$ cat src/hw/rtl/smpq_pkg.sv
// ----------------------------------------------------------------------------
// smpq_pkg
// Shared types and codes of the sorted max-priority queue.
// ----------------------------------------------------------------------------
package smpq_pkg;

  // operation codes of an input transaction
  localparam logic OP_INSERT = 1'b0;
  localparam logic OP_POP    = 1'b1;

  // result status codes
  typedef enum logic [1:0] {
    STATUS_OK    = 2'd0,
    STATUS_EMPTY = 2'd1,
    STATUS_FULL  = 2'd2
  } status_e;

  // command broadcast to every cell of the chain
  typedef struct packed {
    logic ins_en;
    logic pop_en;
  } cell_cmd_t;

endpackage

$ cat src/hw/rtl/smpq_in_if.sv
// ----------------------------------------------------------------------------
// smpq_in_if
// Request channel: operation code and value to insert.
// ----------------------------------------------------------------------------
interface smpq_in_if #(
  parameter int unsigned VALUE_WIDTH = 32
) ();
  logic                   valid;
  logic                   ready;
  logic                   operation;
  logic [VALUE_WIDTH-1:0] value;

  modport source (output valid, output operation, output value, input ready);
  modport sink   (input valid, input operation, input value, output ready);
endinterface

$ cat src/hw/rtl/smpq_out_if.sv
// ----------------------------------------------------------------------------
// smpq_out_if
// Result channel: popped value, status code and entry count.
// ----------------------------------------------------------------------------
interface smpq_out_if #(
  parameter int unsigned VALUE_WIDTH = 32,
  parameter int unsigned COUNT_WIDTH = 5
) ();
  logic                   valid;
  logic                   ready;
  logic [VALUE_WIDTH-1:0] popped_value;
  logic [1:0]             status;
  logic [COUNT_WIDTH-1:0] entry_count;

  modport source (output valid, output popped_value, output status, output entry_count,
                  input ready);
  modport sink   (input valid, input popped_value, input status, input entry_count,
                  output ready);
endinterface

$ cat src/hw/rtl/sorted_max_priority_queue.sv
// ----------------------------------------------------------------------------
// sorted_max_priority_queue
// Bounded max-priority queue kept as a descending chain of cells.
// ----------------------------------------------------------------------------
//  channel  dir  payload                              handshake
//  in_i     in   operation, value                     valid / ready
//  out_o    out  popped_value, status, entry_count    valid / ready
//
//  one transaction per cycle unless the result stalls: every cell compares
//  its entry with the incoming value in parallel and the whole chain shifts
//  at once. each request yields one result, held in an output register; a
//  new request is taken when none is held or in the same cycle it is taken.
//  reset clears the entry count and the result valid; entries are not cleared.
// ----------------------------------------------------------------------------
module sorted_max_priority_queue #(
  parameter int unsigned CAPACITY    = 16,
  parameter int unsigned VALUE_WIDTH = 32
) (
  input  logic clk_i,
  input  logic rst_ni,
  smpq_in_if.sink    in_i,
  smpq_out_if.source out_o
);

  localparam int unsigned CountWidth = $clog2(CAPACITY + 1);

  logic [CountWidth-1:0]  count_q, count_d;
  logic                   out_valid_q;
  logic [VALUE_WIDTH-1:0] popped_q, popped_d;
  smpq_pkg::status_e      status_q, status_d;
  logic                   accept;
  logic                   is_full, is_empty;
  smpq_pkg::cell_cmd_t    cmd;

  logic [VALUE_WIDTH-1:0] cell_value [CAPACITY];
  logic [CAPACITY-1:0]    cell_ge;
  logic [CAPACITY-1:0]    occupied;

  assign in_i.ready = !out_valid_q || out_o.ready;
  assign accept     = in_i.valid && in_i.ready;
  assign is_full    = (count_q == CountWidth'(CAPACITY));
  assign is_empty   = (count_q == '0);

  assign cmd.ins_en = accept && (in_i.operation == smpq_pkg::OP_INSERT) && !is_full;
  assign cmd.pop_en = accept && (in_i.operation == smpq_pkg::OP_POP) && !is_empty;

  for (genvar i = 0; i < CAPACITY; i++) begin : g_cell
    logic [VALUE_WIDTH-1:0] prev_value, next_value;
    logic                   prev_ge;

    assign occupied[i] = (CountWidth'(i) < count_q);

    if (i == 0) begin : g_head
      // the head takes a newcomer unless it keeps its own entry
      assign prev_value = in_i.value;
      assign prev_ge    = 1'b1;
    end else begin : g_body
      assign prev_value = cell_value[i-1];
      assign prev_ge    = cell_ge[i-1];
    end

    if (i == CAPACITY - 1) begin : g_tail
      assign next_value = cell_value[i];
    end else begin : g_link
      assign next_value = cell_value[i+1];
    end

    smpq_cell #(
      .VALUE_WIDTH (VALUE_WIDTH)
    ) u_cell (
      .clk_i        (clk_i),
      .cmd_i        (cmd),
      .occupied_i   (occupied[i]),
      .new_value_i  (in_i.value),
      .prev_value_i (prev_value),
      .prev_ge_i    (prev_ge),
      .next_value_i (next_value),
      .value_o      (cell_value[i]),
      .ge_o         (cell_ge[i])
    );
  end

  always_comb begin
    count_d  = count_q;
    popped_d = '0;
    status_d = smpq_pkg::STATUS_OK;
    if (in_i.operation == smpq_pkg::OP_INSERT) begin
      if (is_full) begin
        status_d = smpq_pkg::STATUS_FULL;
      end else begin
        count_d = count_q + CountWidth'(1);
      end
    end else begin
      if (is_empty) begin
        popped_d = '1;
        status_d = smpq_pkg::STATUS_EMPTY;
      end else begin
        popped_d = cell_value[0];
        count_d  = count_q - CountWidth'(1);
      end
    end
  end

  always_ff @(posedge clk_i or negedge rst_ni) begin
    if (!rst_ni) begin
      count_q     <= '0;
      out_valid_q <= 1'b0;
    end else begin
      if (accept) begin
        count_q     <= count_d;
        out_valid_q <= 1'b1;
      end else if (out_o.ready) begin
        out_valid_q <= 1'b0;
      end
    end
  end

  always_ff @(posedge clk_i) begin
    if (accept) begin
      popped_q <= popped_d;
      status_q <= status_d;
    end
  end

  assign out_o.valid        = out_valid_q;
  assign out_o.popped_value = popped_q;
  assign out_o.status       = status_q;
  assign out_o.entry_count  = count_q;

endmodule

$ cat src/hw/rtl/smpq_cell.sv
// ----------------------------------------------------------------------------
// smpq_cell
// One slot of the sorted chain: holds an entry, compares it with the value
// being inserted and shifts toward either neighbor.
// ----------------------------------------------------------------------------
module smpq_cell #(
  parameter int unsigned VALUE_WIDTH = 32
) (
  input  logic                     clk_i,
  input  smpq_pkg::cell_cmd_t      cmd_i,
  input  logic                     occupied_i,
  input  logic [VALUE_WIDTH-1:0]   new_value_i,
  input  logic [VALUE_WIDTH-1:0]   prev_value_i,
  input  logic                     prev_ge_i,
  input  logic [VALUE_WIDTH-1:0]   next_value_i,
  output logic [VALUE_WIDTH-1:0]   value_o,
  output logic                     ge_o
);

  logic [VALUE_WIDTH-1:0] value_q, value_d;

  // entry stays ahead of an equal newcomer
  assign ge_o = occupied_i && ($signed(value_q) >= $signed(new_value_i));

  always_comb begin
    value_d = value_q;
    if (cmd_i.ins_en) begin
      if (!ge_o) begin
        value_d = prev_ge_i ? new_value_i : prev_value_i;
      end
    end else if (cmd_i.pop_en) begin
      value_d = next_value_i;
    end
  end

  always_ff @(posedge clk_i) begin
    value_q <= value_d;
  end

  assign value_o = value_q;

endmodule

$ cat src/flat_wrapper.sv
// flat-port wrapper written by rule: the top's interface ports become plain ports
module sorted_max_priority_queue_flat 
#(
  parameter int unsigned CAPACITY    = 16,
  parameter int unsigned VALUE_WIDTH = 32
)
  (clk_i, rst_ni, in_i_valid, in_i_operation, in_i_value, in_i_ready, out_o_valid, out_o_popped_value, out_o_status, out_o_entry_count, out_o_ready);
  smpq_in_if #(.VALUE_WIDTH(VALUE_WIDTH)) in_i_i ();
  smpq_out_if #(.VALUE_WIDTH(VALUE_WIDTH), .COUNT_WIDTH((5))) out_o_i ();
  input  logic clk_i;
  input  logic rst_ni;
  input wire logic [$bits(in_i_i.valid)-1:0] in_i_valid;
  input wire logic [$bits(in_i_i.operation)-1:0] in_i_operation;
  input wire logic [$bits(in_i_i.value)-1:0] in_i_value;
  output wire logic [$bits(in_i_i.ready)-1:0] in_i_ready;
  output wire logic [$bits(out_o_i.valid)-1:0] out_o_valid;
  output wire logic [$bits(out_o_i.popped_value)-1:0] out_o_popped_value;
  output wire logic [$bits(out_o_i.status)-1:0] out_o_status;
  output wire logic [$bits(out_o_i.entry_count)-1:0] out_o_entry_count;
  input wire logic [$bits(out_o_i.ready)-1:0] out_o_ready;
  assign in_i_i.valid = in_i_valid;
  assign in_i_i.operation = in_i_operation;
  assign in_i_i.value = in_i_value;
  assign in_i_ready = in_i_i.ready;
  assign out_o_valid = out_o_i.valid;
  assign out_o_popped_value = out_o_i.popped_value;
  assign out_o_status = out_o_i.status;
  assign out_o_entry_count = out_o_i.entry_count;
  assign out_o_i.ready = out_o_ready;
  sorted_max_priority_queue #(.CAPACITY(CAPACITY), .VALUE_WIDTH(VALUE_WIDTH)) u_core (.clk_i(clk_i), .rst_ni(rst_ni), .in_i(in_i_i), .out_o(out_o_i));
endmodule
$ cat config.mk
export PLATFORM = sky130hd
export DESIGN_NAME = sorted_max_priority_queue_flat
export DESIGN_NICKNAME = d
export VERILOG_FILES = /design/src/hw/rtl/smpq_pkg.sv /design/src/hw/rtl/smpq_in_if.sv /design/src/hw/rtl/smpq_out_if.sv /design/src/hw/rtl/sorted_max_priority_queue.sv /design/src/hw/rtl/smpq_cell.sv /design/src/flat_wrapper.sv
export SDC_FILE = /design/constraint.sdc
export NUM_CORES = 2
export LEC_CHECK = 0
export BUFFER_PORTS_ARGS = -buffer_cell sky130_fd_sc_hd__buf_2
export CORE_UTILIZATION = 65
export CTS_BUF_LIST = sky130_fd_sc_hd__clkbuf_8
export CTS_CLUSTER_SIZE = 20
export DETAILED_ROUTE_END_ITERATION = 8
export HOLD_SLACK_MARGIN = 0.1
export PLACE_DENSITY = 0.82
export REMOVE_ABC_BUFFERS = 1
export SLEW_MARGIN = 25
export SYNTH_ARGS = -nofsm -noshare
export SYNTH_HDL_FRONTEND = slang
export SYNTH_SLANG_ARGS = --single-unit
export TNS_END_PERCENT = 1
$ cat constraint.sdc
create_clock -name clk_i -period 10.2 [get_ports clk_i]
set_clock_uncertainty 0.2 [all_clocks]
set_input_delay 2.04 -clock clk_i [delete_from_list [all_inputs] [get_ports clk_i]]
set_output_delay 2.04 -clock clk_i [all_outputs]
set_load 0.005 [all_outputs]
# Yosys cells after proc, flatten, opt, wreduce, memory -nomap -nowiden
# Index checks and enable logic that the tools add are counted.
# classes
add_sub_neg	2
order_cmp	32
eq_ne	18
muxes	69
n_bitwise	2
n_reduce_logical	45
# op_table
op	n
2-to-1 mux 32 bit	61
greater-or-equal comparator 32 bit	16
< comparator 4 x 5 -> 1 bit (first input constant)	8
inequality test 2 bit (second input constant)	17
AND reduction 2 bit	16
logical AND 1 bit	21
< comparator 3 x 5 -> 1 bit (first input constant)	4
2-to-1 mux 5 bit	3
< comparator 1 x 5 -> 1 bit (first input constant)	2
< comparator 2 x 5 -> 1 bit (first input constant)	2
adder 5 x 1 -> 5 bit (second input constant)	1
== test 5 bit (second input constant)	1
logical NOT 5 bit	1
subtractor 5 x 1 -> 5 bit (second input constant)	1
2-to-1 mux 2 bit	2
nonzero test 2 bit	2
logical NOT 1 bit	3
2-to-1 mux 1 bit	3
AND reduction 3 bit	1
inverter 1 bit	2
logical OR 1 bit	1
# word_totals
register_bits	552
inputBits	37
output_inout_bits	41
elab_cells	188

# Logic depth before layout (Yosys ltp)
# logic_depth
ltp_word	7
depth_mapped	12
mapped_depth_nobuf	9

# By module
# Synthesis repeated with hierarchy kept, for this count alone.
# hier_totals
cells_unflattened	4269
hier_area_um2	41577.4
# modules_own_cells
mod	n_inst	cells_per_inst	area_per_inst_um2	seq_area_each_um2
smpq_cell at u_core.g_cell[0].u_cell ...	15	257	2477.4	960.9
smpq_cell at u_core.g_cell[15].u_cell	1	260	2496.1	960.9
sorted_max_priority_queue	1	154	1920.6	1171.1

# Worst setup path before layout
# Ideal clock, no wire load.
# synth_timing
path_type	in2reg
from	input port in_i_value[30]
to	register u_core.g_cell[7].u_cell.value_q[0], enable pin
setup_ns	0.470
t_arrival_ns	6.626
required_time_ns	9.530
slack_ns	2.904
cell_stages	9
path_buffers	1
cell_sequence	inv_1 -> ha_1 -> a21oi_1 -> nand2_1 -> a221o_1 -> a211oi_1 -> mux2_2 -> clkbuf_1 -> o31ai_1
# synth_via
elab_chain_len	4
# synth_lines
item	line_no	source
start, declared	flat_wrapper.sv:14	input wire logic [$bits(in_i_i.value)-1:0] in_i_value;
greater-or-equal comparator 32 bit	smpq_cell.sv:23	assign ge_o = occupied_i && ($signed(value_q) >= $signed(new_value_i));
logical AND 1 bit	smpq_cell.sv:23	
inequality test 2 bit (no source line)	--	
AND reduction 2 bit (no source line)	--	
end signal, assigned	smpq_cell.sv:37	value_q <= value_d;
end, declared	smpq_cell.sv:20	logic [VALUE_WIDTH-1:0] value_q, value_d;
# No other way between the ends.
# A chain may end at the register's enable or synchronous reset.

# Final worst setup path
# layout_timing
from	input port in_i_value[9]
to	register u_core.g_cell[15].u_cell.value_q[11] (data pin)
# layout_via
elab_chain_len	3
# layout_lines
item	line_no	source
greater-or-equal comparator 32 bit	smpq_cell.sv:23	
logical AND 1 bit	smpq_cell.sv:23	
2-to-1 mux 32 bit	smpq_cell.sv:29	value_d = prev_ge_i ? new_value_i : prev_value_i;
end signal, assigned	smpq_cell.sv:37	
end, declared	smpq_cell.sv:20	
# No other way between the ends.

==> report_table.html <==
<table>
<tr><th>Metric</th><th>Value</th></tr>
<tr><th colspan="2">Status</th></tr>
<tr><td>Status</td><td>finished with violations</td></tr>
<tr><td>Failing checks</td><td>DRC</td></tr>
<tr><th colspan="2">Routing</th></tr>
<tr><td>Routed WL per cell</td><td>around 24 um</td></tr>
<tr><td>Detail Route Antenna Nets</td><td>0</td></tr>
<tr><td>Iteration-0 DRC Markers</td><td>4383</td></tr>
<tr><td>Final routed DRC violation total</td><td>20</td></tr>
<tr><td>Detailed-route vias per instance</td><td>between 7 and 8</td></tr>
<tr><td>Pre-antenna DRT Iters</td><td>8</td></tr>
<tr><td>Total number of vias</td><td>between 30000 and 40000</td></tr>
<tr><td>Final wirelength</td><td>~110000 um</td></tr>
<tr><th colspan="2">Timing</th></tr>
<tr><td>Relative slew slack</td><td>approximately a third</td></tr>
<tr><td>Minimum clock period</td><td>about 5600 ps</td></tr>
<tr><td>Final TNS setup</td><td>0 ps</td></tr>
<tr><td>Highest clock frequency the design can meet</td><td>between 150 and 200 MHz</td></tr>
<tr><td>Worst Tran Pin Value</td><td>between 900 and 1000 ps</td></tr>
<tr><td>Unrepaired setup endpoints after global routing</td><td>no</td></tr>
<tr><td>Pins over their slew limit</td><td>0</td></tr>
<tr><td>Final worst hold slack</td><td>353 ps</td></tr>
<tr><td>Post-route fraction of the period consumed by the critical path</td><td>54.8%</td></tr>
<tr><td>Setup violators final</td><td>0</td></tr>
<tr><td>Count of final hold-check violations</td><td>0</td></tr>
<tr><th colspan="2">Synthesis</th></tr>
<tr><td>Count of mapped cells out of synthesis</td><td>between 3000 and 4000</td></tr>
<tr><td>Cell Area, Synth</td><td>39000 um2</td></tr>
<tr><td>Number of storage elements in the synthesis netlist</td><td>roughly 550</td></tr>
<tr><td>Post-synth EDFFs</td><td>roughly 550</td></tr>
<tr><td>Share of flip-flops with an asynchronous set or reset</td><td>under 10%</td></tr>
<tr><td>Mean instance size in the synthesized netlist</td><td>between 9 and 10 um2</td></tr>
<tr><td>Synthesis Warnings</td><td>0</td></tr>
<tr><td>Library cells used by synthesis</td><td>72</td></tr>
<tr><td>Sequential element share of the synthesized area</td><td>between 40% and 50%</td></tr>
<tr><td>Dominant register cell in the synthesized netlist</td><td>sky130_fd_sc_hd__edfxtp_1</td></tr>
<tr><th colspan="2">Die</th></tr>
<tr><td>Die width</td><td>about 250 um</td></tr>
<tr><td>Placeable core region</td><td>roughly 59000 um2</td></tr>
<tr><td>Number of placement rows</td><td>89</td></tr>
<tr><td>Number of I/O pins</td><td>just under 80</td></tr>
<tr><td>Die Outline Area</td><td>around 60000 um2</td></tr>
<tr><td>Die height</td><td>247 um</td></tr>
<tr><td>Initial standard-cell utilization of the core</td><td>between 60% and 70%</td></tr>
<tr><th colspan="2">Clock tree</th></tr>
<tr><td>Clock input transition at the sequential cells of the worst setup and hold paths</td><td>roughly 60 ps</td></tr>
<tr><td>Post CTS Setup Buffer Count</td><td>0</td></tr>
<tr><td>Clock Latency Late Sink</td><td>between 700 and 800 ps</td></tr>
<tr><td>CTS Root Buffer Type</td><td>sky130_fd_sc_hd__clkbuf_8</td></tr>
<tr><td>Cts hold-fix bufs</td><td>0</td></tr>
<tr><td>H-tree depth</td><td>3</td></tr>
<tr><td>Clock Sinks</td><td>between 500 and 600</td></tr>
<tr><td>Buffers from clock root to sink, at most</td><td>3</td></tr>
<tr><td>TritonCTS clock tree</td><td>yes</td></tr>
<tr><td>PostCTS Resize Cnt</td><td>0</td></tr>
<tr><td>Number of CTS-inserted buffers</td><td>96</td></tr>
<tr><th colspan="2">GRT</th></tr>
<tr><td>Largest net degree at the start of global routing</td><td>~170</td></tr>
<tr><td>Total GRT Usage</td><td>approximately 37%</td></tr>
<tr><td>GRT overflow</td><td>0</td></tr>
<tr><td>Vias in the first global route</td><td>between 30000 and 40000</td></tr>
<tr><td>Wire length of the first global-routing pass</td><td>approximately 180000 um</td></tr>
<tr><td>Antenna violations before repair</td><td>1</td></tr>
<tr><th colspan="2">Placement</th></tr>
<tr><td>Count of buffers inserted at the top-level ports</td><td>77</td></tr>
<tr><td>HPWL Detailed</td><td>between 80000 and 90000 um</td></tr>
<tr><td>Global placer's final weighted congestion</td><td>0.943</td></tr>
<tr><td>Placed instance count</td><td>~4600</td></tr>
<tr><th colspan="2">Power and ir drop</th></tr>
<tr><td>Final Power</td><td>between 8 and 9 mW</td></tr>
<tr><td>Share of total power in combinational logic</td><td>about a third</td></tr>
<tr><td>Switching power share of the total</td><td>between 30% and 40%</td></tr>
<tr><td>Power dissipated by switching net loads</td><td>between 3 and 4 mW</td></tr>
<tr><td>Internal Pwr Total</td><td>4.94 mW</td></tr>
<tr><td>Total power per unit cell area</td><td>194 nW/um2</td></tr>
<tr><td>Portion of total power attributed to the clock network</td><td>22.9%</td></tr>
<tr><td>Largest vdd supply drop</td><td>between 0.0001 and 0.00015 V</td></tr>
<tr><td>Standby leakage power</td><td>around 16 nW</td></tr>
<tr><td>Flop pwr share</td><td>between 40% and 50%</td></tr>
<tr><th colspan="2">Final layout</th></tr>
<tr><td>Nets@finish</td><td>roughly 4500</td></tr>
<tr><td>Final core area utilization</td><td>70.8%</td></tr>
<tr><td>Count of fill cells added during filler insertion</td><td>between 4000 and 5000</td></tr>
<tr><td>Final standard cell count with taps included and fillers excluded</td><td>4771</td></tr>
<tr><td>Synth-to-layout area growth</td><td>7.31%</td></tr>
<tr><td>Ratio of cells with drive above 1 in the final layout</td><td>between 8 and 9%</td></tr>
<tr><th colspan="2">Critical path</th></tr>
<tr><td>Critical Setup Path Class</td><td>in2reg</td></tr>
<tr><td>Critical path's largest stage delay</td><td>around 660 ps</td></tr>
<tr><td>Worst EP required</td><td>~10000 ps</td></tr>
<tr><td>Highest-delay cell along the critical path</td><td>sky130_fd_sc_hd__inv_1</td></tr>
<tr><td>Cell type group with the largest total delay on the critical path</td><td>compound AO/OA/AOI/OAI gates</td></tr>
<tr><td>Maximum net fanout on the critical path</td><td>32</td></tr>
<tr><td>Worst Setup End Kind</td><td>flop</td></tr>
<tr><td>Worst-path cell chain</td><td>buf_2 &gt; inv_1 &gt; ha_1 &gt; a21o_1 &gt; a211o_1 &gt; a2111oi_0 &gt; o21ai_1 &gt; a221o_1 &gt; a21oi_4 &gt; buf_4 &gt; mux2_1</td></tr>
<tr><td>Kind of start point of the critical path</td><td>input pin</td></tr>
<tr><td>Buffer and inverter count on the worst path</td><td>3</td></tr>
<tr><td>Data arrival time of the critical path</td><td>between 5000 and 6000 ps</td></tr>
<tr><th colspan="2">Job</th></tr>
<tr><td>Max-cap violations</td><td>0</td></tr>
<tr><th colspan="2">Hold path</th></tr>
<tr><td>Worst min path class</td><td>reg2reg</td></tr>
</table>
[power groups by stage]
stage               clock network (mW)  registers, mW  logic, mW
finish                            1.86           3.43       2.83
CTS                               1.87           3.40       2.77
global route                      1.95           3.45       3.10
detailed placement                   0           3.45       2.75
floorplan                            0           3.34       2.05
global placement                     0           3.43       2.66
[cell usage after synthesis (all sizes together), types with 15 or more instances]
library cell  instances  area share [%]
nand2               596             5.7
edfxtp              546              42
ha                  515              17
nand4               370             5.9
a21oi               286             3.7
o211ai              261             5.0
clkbuf              200             1.9
nor2                192             1.8
a21o                113             2.2
o21ai               109             1.4
a221o               100             2.6
a31oi                79             1.3
nand3                76            0.98
buf                  72             1.0
inv                  62            0.60
o21a                 50            0.96
nor3                 49            0.64
mux2                 35             1.0
nor2b                18            0.29
a221oi               17            0.38
nand2b               15            0.24
[final timing paths]
check	endpoint	slack (ps)	depth (start not counted)	from
worst max-delay path	u_core.g_cell[15].u_cell.value_o[11]	4610	11	in_i_value[9]
worst min-delay path	u_core.out_o.valid	350	2	u_core.out_o.valid
worst max register to register	u_core.g_cell[9].u_cell.value_o[26]	5700	9	u_core.out_o.entry_count[1]
worst min register to register	u_core.out_o.valid	350	2	u_core.out_o.valid
max in group asynchronous	u_core.out_o.entry_count[4]	8710	1	rst_ni
min in group asynchronous	u_core.out_o.valid	950	1	rst_ni
[sequential cells by signal, indices dropped and copies added (netlist names)]
name / cells
u_core.out_o.status: 2
u_core.g_cell.u_cell.value_o: 512
u_core.out_o.entry_count: 5
u_core.out_o.popped_value: 32
u_core.out_o.valid: 1
[metal layers]
layer | wire (um) | global-route usage [%]
met1 | 46100 | 51.8
met4 | 4650 | 15.7
met3 | 11700 | 5.43
met2 | 51300 | 57.3
met5 | 0 | 0
[layout by cell type (no fill, tap or decap), drive strengths merged, types with 76 or more instances in the layout]
cell and n:
buf 171, nand4 370, clkbuf 99, o211ai 261
a31oi 79, ha 515, a21o 113, nor2 192
a221o 100, inv 96, nand2 596, edfxtp 546
a21oi 286, o21ai 109, nand3 76
[worst reg2reg max path: cells and delay by family, from the launching register on]
family          cells  cell delay [ps]
buf+inv             3             1630
simple gates        3              820
fa+ha+maj           1              240
compound gates      2              750
flops               1              690
[final cells by class]
cell class                      count  area, um2  share of cell area (%)
Antenna cell                        1       2.50                 0.00598
Clock buffer                       99       1360                    3.26
Clock inverter                     67        295                   0.706
Inverter                           62        233                   0.556
Multi-Input combinational cell   3046      21300                    50.9
Sequential cell                   552      16500                    39.5
Tap cell                          773        967                    2.31
Timing Repair Buffer              171       1130                    2.71
[per-stage QoR]
step / setup slack (ps) / area (um2)
6_report: 4610 / 41800
5_1_grt: 4470 / 41800
4_1_cts: 4660 / 41800
3_5_place_dp: 3910 / 40200
3_3_place_gp: 4030 / 40200
2_1_floorplan: -24540 / 37900
[kinds of logic (layout without fill, tap and decap cells)]
family,after synthesis,after routing,share of synthesized area (%)
xor+xnor,5,5,0.112
other cells,0,1,0
flops,552,552,42.4
buf+inv,334,399,3.52
fa+ha+maj,515,515,16.5
simple gates,1393,1393,17.1
compound gates,1092,1092,19.2
mux,41,41,1.16
Note: power is estimated with default switching activity, not from simulation.
